--- src/rtl/core/voxel_occupancy_grid_defines.svh ---
// ---------------------------------------------------------------------------
// voxel_occupancy_grid_defines
// assertion macros used by voxel_occupancy_grid
// ---------------------------------------------------------------------------
`ifndef VOXEL_OCCUPANCY_GRID_DEFINES_SVH
`define VOXEL_OCCUPANCY_GRID_DEFINES_SVH

// same-cycle implication, checked on every rising edge out of reset
`define VOG_ASSERT_IMPL(label, ante, cons) \
  label: assert property (@(posedge clk) disable iff (!rst_n) (ante) |-> (cons)) \
    else $error("voxel grid check failed");

// next-cycle implication
`define VOG_ASSERT_NEXT(label, ante, cons) \
  label: assert property (@(posedge clk) disable iff (!rst_n) (ante) |=> (cons)) \
    else $error("voxel grid check failed");

`endif

--- src/rtl/core/vog_pkg.sv ---
// ---------------------------------------------------------------------------
// vog_pkg
// shared constants, codes and types of the voxel occupancy grid
// ---------------------------------------------------------------------------
package vog_pkg;

  localparam int DEF_MAX_CELLS = 64;

  localparam int COORD_W    = 32;
  localparam int RES_W      = 31;
  localparam int CELLS_W    = 7;
  localparam int IDX_W      = 9;   // holds any cell count up to 256
  localparam int CNT_W      = 19;
  localparam int CODE_W     = 2;
  localparam int CFG_IDX_W  = 3;
  localparam int CFG_DATA_W = 32;

  localparam logic [RES_W-1:0]   RES_RESET   = RES_W'(65536);
  localparam logic [CELLS_W-1:0] CELLS_RESET = CELLS_W'(64);

  // voxel codes
  localparam logic [CODE_W-1:0] CODE_UNKNOWN  = 2'd0;
  localparam logic [CODE_W-1:0] CODE_FREE     = 2'd1;
  localparam logic [CODE_W-1:0] CODE_OCCUPIED = 2'd2;

  // operations
  localparam logic OP_INSERT = 1'b0;
  localparam logic OP_QUERY  = 1'b1;

  typedef enum logic [CFG_IDX_W-1:0] {
    REG_CENTER_X   = 3'd0,
    REG_CENTER_Y   = 3'd1,
    REG_CENTER_Z   = 3'd2,
    REG_RESOLUTION = 3'd3,
    REG_CELLS_X    = 3'd4,
    REG_CELLS_Y    = 3'd5,
    REG_CELLS_Z    = 3'd6
  } cfg_reg_t;

  // per-axis result handed to the control
  typedef struct packed {
    logic             done;
    logic             in_span;
    logic [IDX_W-1:0] idx;
  } axis_res_t;

endpackage

--- src/rtl/core/vog_axis.sv ---
// ---------------------------------------------------------------------------
// vog_axis
// one axis: span, bounds check and bit-serial floor divide for the index
// ---------------------------------------------------------------------------
module vog_axis #(
  parameter int MAX_CELLS = vog_pkg::DEF_MAX_CELLS
) (
  input  logic                               clk,
  input  logic                               rst_n,
  input  logic                               start,
  input  logic signed [vog_pkg::COORD_W-1:0] point,
  input  logic signed [vog_pkg::COORD_W-1:0] center,
  input  logic [vog_pkg::RES_W-1:0]          res,
  input  logic [vog_pkg::IDX_W-1:0]          cells,
  output vog_pkg::axis_res_t                 result
);
  import vog_pkg::*;

  localparam int NW = $clog2(MAX_CELLS + 1);
  localparam int QW = NW;
  localparam int SW = RES_W + NW;
  localparam int OW = ((SW > 33) ? SW : 33) + 2;
  localparam int DW = OW + QW;
  localparam int CW = (QW > 1) ? $clog2(QW) : 1;

  typedef enum logic [2:0] {
    A_IDLE, A_SPAN, A_OFF, A_CHK, A_DIV, A_DONE
  } axis_state_t;

  axis_state_t state_r, state_nxt;

  logic signed [COORD_W-1:0] p_r, c_r;
  logic [RES_W-1:0]          res_r;
  logic [NW-1:0]             n_r;
  logic [SW-1:0]             span_r;
  logic signed [OW-1:0]      off2_r;
  logic                      inside_r;
  logic [DW-1:0]             rem_r, dsh_r;
  logic [QW-1:0]             q_r;
  logic [CW-1:0]             cnt_r;

  logic signed [OW-1:0] diff, span_s;
  logic [NW-1:0]        last_idx;
  logic                 take;

  assign diff     = OW'(p_r) - OW'(c_r);
  assign span_s   = OW'(signed'({1'b0, span_r}));
  assign last_idx = n_r - NW'(1);
  assign take     = rem_r >= dsh_r;

  // sequencing
  always_comb begin
    state_nxt = state_r;
    case (state_r)
      A_IDLE:  if (start) state_nxt = A_SPAN;
      A_SPAN:  state_nxt = A_OFF;
      A_OFF:   state_nxt = A_CHK;
      A_CHK:   state_nxt = A_DIV;
      A_DIV:   if (cnt_r == CW'(QW - 1)) state_nxt = A_DONE;
      A_DONE:  state_nxt = A_IDLE;
      default: state_nxt = A_IDLE;
    endcase
  end

  always_ff @(posedge clk) begin
    if (!rst_n) begin
      state_r <= A_IDLE;
    end else begin
      state_r <= state_nxt;
    end
  end

  // datapath
  always_ff @(posedge clk) begin
    case (state_r)
      A_IDLE: begin
        if (start) begin
          p_r   <= point;
          c_r   <= center;
          res_r <= res;
          n_r   <= NW'(cells);
        end
      end
      A_SPAN: begin
        span_r <= SW'(res_r * n_r);
      end
      A_OFF: begin
        off2_r <= (diff <<< 1) + span_s;
      end
      A_CHK: begin
        inside_r <= !off2_r[OW-1] && ($unsigned(off2_r) <= OW'({span_r, 1'b0}));
        rem_r    <= DW'($unsigned(off2_r));
        dsh_r    <= DW'({res_r, 1'b0}) << (QW - 1);
        q_r      <= '0;
        cnt_r    <= '0;
      end
      A_DIV: begin
        // one quotient bit a cycle, msb first
        if (take) begin
          rem_r <= rem_r - dsh_r;
        end
        q_r   <= (q_r << 1) | QW'(take);
        dsh_r <= dsh_r >> 1;
        cnt_r <= cnt_r + CW'(1);
      end
      default: begin
      end
    endcase
  end

  // result held once the divide is through; clamp a point on the upper face
  always_comb begin
    result.done    = (state_r == A_DONE) || (state_r == A_IDLE);
    result.in_span = inside_r;
    result.idx     = (q_r > last_idx) ? IDX_W'(last_idx) : IDX_W'(q_r);
  end

endmodule

--- config.mk ---
export PLATFORM = sky130hd
export DESIGN_NAME = vog_axis
export DESIGN_NICKNAME = d
export VERILOG_FILES = /design/src/rtl/core/voxel_occupancy_grid_defines.svh /design/src/rtl/core/vog_pkg.sv /design/src/rtl/core/vog_axis.sv
export SDC_FILE = /design/constraint.sdc
export NUM_CORES = 1
export LEC_CHECK = 0
export BUFFER_PORTS_ARGS = -buffer_cell sky130_fd_sc_hd__clkbuf_2
export CORE_UTILIZATION = 35
export CTS_CLUSTER_DIAMETER = 120
export DETAILED_ROUTE_END_ITERATION = 8
export PLACE_DENSITY = 0.6
export SLEW_MARGIN = 20
export SYNTH_ARGS = -nofsm -noshare
export SYNTH_HDL_FRONTEND = slang
export SYNTH_SLANG_ARGS = --single-unit
--- constraint.sdc ---
create_clock -name clk -period 20.2 [get_ports clk]
set_clock_uncertainty 0.2 [all_clocks]
set_input_delay 4.04 -clock clk [delete_from_list [all_inputs] [get_ports clk]]
set_output_delay 4.04 -clock clk [all_outputs]
set_load 0.02 [all_outputs]
# == After elaboration in Yosys (flattened, before gate mapping) ==
# Cells that the tools add are included.
# word_totals
reg_bits,288
out_inout_bits,11
wordCells,48
# classes
n_addsub,5
multipliers,1
order_cmp,3
n_eq_ne,9
n_mux,9
n_bitwise,1
n_reduce_logical,8
# op_table
cell,n
$pmux W47 S2,2
$ge A47 B47 Y1,1
$mux W47,1
$sub A47 B47 Y47,1
$add A34 B39 Y40,1
$le A40 B39 Y1,1
$mul A31 B7 Y38,1
$sub A32 B32 Y33,1
$pmux W3 S5,1
$pmux W7 S2,1
$eq A3 B3 Y1 const B,3
$gt A7 B7 Y1,1
$mux W7,1
$or A7 B1 Y7,1
$sub A7 B1 Y7 const B,1
$eq A3 B2 Y1 const B,2
$mux W3,2
$ne A2 B2 Y1 const B,3
$pmux W3 S2,1
$reduce_and A2 Y1,3
$add A3 B1 Y3 const B,1
$eq A3 B1 Y1 const B,1
$logic_not A3 Y1,1
$reduce_bool A2 Y1,1
3 further kinds,3

# == Depth between registers and ports, before layout ==
# depth
ltp_word,3
ltp_mapped,22
depth_no_buf,22

# == Worst setup path after synthesis ==
# No wires, ideal clock.
# synth_timing
path_type,input to register
startpoint,input start
endpoint,register c_r[0] (enable)
setup_time_ps,849
arrival_time_ps,14306
required_time_ps,19151
slack_ps,4845
path_stages,1
n_path_buf,0
cell_sequence,nor4b_1
# synth_between
elab_chain_len,1
# synth_lines
item,line,rtl
start: declaration,vog_axis.sv:10,"input logic start,"
$reduce_and A2 Y1 (no source line),-,
end signal: assignment,vog_axis.sv:79,c_r <= center;
end: declaration,vog_axis.sv:32,"logic signed [COORD_W-1:0] p_r, c_r;"
# No other way between the ends.
# A chain may end at the register's enable or synchronous reset.

==> summary.md <==
| Metric | Value |
|---|---|
| Status | `completed` |
| Die Ht | `262 um` |
| Max-cap violations | `0` |
| Count of cell types in the netlist | `81` |
| Crit path max-delay cell type | `a41oi_1` |
| Initial Util | `35.7%` |
| Final WL | `61300 um` |
| Mux cell area share after synthesis | `0.424%` |
| IO Pins | `118` |
| Post-Route Utilization | `39.7%` |
| YS warnings | `0` |
| Crit-path max FO | `34` |
| Top delay family on crit path | `compound AO/OA/AOI/OAI gates` |
| Global-route wire length before repair | `98400 um` |
| CP Class | `register to primary output` |
| Critical path endpoint | `result[5]` |
| Largest net degree at the start of global routing | `96` |
| Met2 usage | `31.7%` |
| Met1 usage | `22.8%` |
| Final HPWL DP | `46900 um` |
| Synth Area in Adders | `23.7%` |
| Maximum clock rate | `0.122 GHz` |
| Initial antenna violation count | `0` |
| CTS tree | `yes` |
| Sequential share of the synthesized area | `35.3%` |
| Nets | `2952` |
| Die Width | `262 um` |
| Mapped Cells | `2398` |
| CP max stage delay | `0.74 ns` |
| Post-synth EDFFs | `276` |
| WL/cell | `18.1 um` |
| P_int | `2.17 mW` |
| Worst skew pair latency | `0.55 ns` |
| Post-route DRC | `0` |
| Post-synthesis async set-or-reset flop share | `0%` |
| Placement Rows | `94` |
| Simple-gate share of the synthesized area | `14.6%` |
| Clock group share of total power | `16.1%` |
| RSZ-0062 raised after global routing | `no` |
| Req. time, crit path | `15.96 ns` |
| Antenna-violating nets left | `0` |
| RR Startpoint | `n_r[5]` |
| CP arrival | `3.93 ns` |
| Combinational share of power | `59.9%` |
| Largest family of logic cells by synthesized area | `adder cells` |
| CP startpoint kind | `register` |
| Worst Tran Pin Value | `0.980 ns` |
| Lkg Pwr | `11.7 nW` |
| Area growth syn-to-layout | `11.3%` |
| Cell Area, Synth | `23600 um^2` |
| GRT Residual Overflow | `0` |
| Reg2reg setup slack | `13.48 ns` |
| Yosys top cell area share | `35.1%` |
| CTS root buf | `clkbuf_16` |
| Total clock sinks | `279` |
| Pwr/cell area | `150 nW/um^2` |
| All-layer global routing usage | `18.3%` |
| Sw Share | `45.2%` |
| DRT Pass-1 Iters | `5` |
| Compound-Gate Fraction of Synth Area | `14.7%` |
| Critical path's most frequent cell | `o21a_1` |
| Synth top area cells | `edfxtp_1, fa_1, ha_1` |
| Yosys reg bits | `279` |
| # setup viols final | `0` |
| Share of the clock period used by the worst path | `40.5%` |
| Diodes inserted | `0` |
| RR Endpoint | `span_r[37]` |
| XOR/XNOR Fraction of Synth Area | `5.08%` |
| Final hold violations | `0` |
| H-tree Lvls | `2` |
| GRT busiest layer | `met2` |
| Via count | `17665` |
| Crit path from | `n_r[0]` |
| Period minus WS final | `8.17 ns` |
| Biggest area consumer among synthesized cells | `edfxtp_1` |
| Post CTS Setup Buffer Count | `0` |
| WP depth | `14` |
| Port Buf Inserts | `113` |
| Sw power | `1.78 mW` |
| Setup TNS | `0 ns` |
| Sequential Power Share | `24.0%` |
| Crit path capture type | `primary output` |
| Clock Path Buffers | `3` |
| Clock buffer count from CTS | `36` |
| Ys flop type | `edfxtp_1` |
| Hold buffer count at cts | `0` |
| Drt initial violations | `900` |
| Core ar. | `66200 um^2` |
| Share of cells above drive strength 1 | `8.40%` |
| CP cell instances | `buf_4 -> inv_1 -> ha_1 -> ha_1 -> nor2b_1 -> o21a_1 -> o21a_1 -> o21a_1 -> o21ai_0 -> nand2b_1 -> a21oi_1 -> a41oi_1 -> mux2i_1 -> clkbuf_2` |
| Synth Area per Inst | `9.85 um^2` |
| Hold crit path type | `register to register` |
| Met3 GRT Util | `2.73%` |
| Avg Vias per Cell | `5.23` |
| Synth cell count leaders | `inv_1, edfxtp_1, nand2_1, ha_1, and2_1` |
| Max Slew Vio Count | `0` |
| Crit path buf inv count | `3` |
| CTS resizes | `0` |
| Cell with the most instances after synthesis | `inv_1` |
| Rel. slew slack | `33.8%` |
| Reg2Reg Depth | `18` |
| Die ar. | `68500 um^2` |
| Clock slew at reported path FFs | `0.06 ns` |
| Routability Congestion | `0.894` |
| Vias in the first global route | `18368` |
| VDD IR max | `89.1 uV` |
[worst min-delay path by stage]
| stage | depth (start not counted) | to | slack (ns) | from |
|---|---|---|---|---|
| after global placement | 0 | off2_r[0] | 0.26 | span_r[0] |
| after global routing | 0 | off2_r[0] | 0.28 | span_r[0] |
| after detailed placement | 0 | off2_r[0] | 0.26 | span_r[0] |
| after floorplan | 0 | off2_r[0] | 0.23 | span_r[0] |
| after CTS | 0 | off2_r[0] | 0.27 | span_r[0] |
| final | 0 | off2_r[0] | 0.27 | span_r[0] |
[cell usage in the layout, fill, tap and decap left out, types with 22 or more instances in the layout]
| cell | n |
|---|---|
| a21o_1 | 81 |
| a21oi_1 | 150 |
| and2_1 | 172 |
| and3_1 | 22 |
| clkbuf_16 | 37 |
| clkbuf_2 | 113 |
| edfxtp_1 | 276 |
| fa_1 | 147 |
| ha_1 | 212 |
| inv_1 | 299 |
| nand2_1 | 217 |
| nand3_1 | 29 |
| nand4_1 | 31 |
| nor2_1 | 109 |
| nor2b_1 | 23 |
| nor3_1 | 22 |
| o21ai_0 | 148 |
| xnor2_1 | 93 |
| xor2_1 | 44 |
[area by class of cell]
type                    instances  area, um^2
clock buffers                  40         937
clock inverters                25         216
fillers                      6498       39900
inverters                     299        1120
multi-input cells            1742       13900
flip-flops and latches        279        8350
well taps                     864        1080
repair buffers                128         713
[sequential cells by signal, summed over array words and instances, names as in the netlist]
name      count
cnt_r         3
p_r          32
off2_r       40
q_r           7
dsh_r        38
state_r       3
res_r        31
rem_r        47
span_r       38
n_r           7
inside_r      1
c_r          32
[worst reg2reg max path: stages (launching register included)]
cell	delay [ns]
edfxtp_1	0.81
buf_8	0.24
and2_1	0.16
fa_1	0.46
fa_1	0.53
fa_1	0.56
inv_1	0.06
fa_1	0.53
inv_1	0.04
ha_1	0.40
nand3_1	0.22
nor3_1	0.38
inv_1	0.10
a2111oi_0	0.78
o31ai_1	0.27
a31oi_1	0.29
o21a_1	0.15
nor2_1	0.04
xnor2_1	0.29
[power by group through the flow]
| stage | Combinational, mW | Clock (mW) | Sequential [mW] |
|---|---|---|---|
| 2_1_floorplan | 1.74 | 0 | 0.917 |
| 3_3_place_gp | 2.33 | 0 | 0.966 |
| 3_5_place_dp | 2.37 | 0 | 0.965 |
| 4_1_cts | 2.39 | 0.655 | 0.954 |
| 5_1_grt | 2.66 | 0.677 | 0.958 |
| 6_report | 2.37 | 0.634 | 0.950 |
[metal layers]
metal | part of all wire (%) | vias up
met4 | 3.8 | 0
met5 | 0 | -
li1 | - | 8523
met2 | 49 | 377
met1 | 43 | 8657
met3 | 4.2 | 108
[per-stage QoR]
step	area, um^2	setup WS (ns)	std cells	power, mW	hold WS [ns]
global placement	25100	12.49	3309	3.29	0.259
CTS	26300	11.98	3376	4.00	0.267
detailed placement	25100	12.60	3311	3.33	0.259
floorplan	23600	4.85	2399	2.66	0.233
global route	26300	11.70	3377	4.30	0.279
finish	26300	12.03	3377	3.95	0.267
[cell families (layout without fill, tap and decap cells)]
logic type	Yosys count	after routing
AO/OA/AOI/OAI	549	549
flip-flops	279	279
other	1	2
adder cells (fa/ha/maj)	359	359
AND/OR/NAND/NOR	685	685
buffers and inverters	378	492
multiplexers	10	10
XOR/XNOR	137	137
Note: power is estimated with default switching activity, not from simulation.
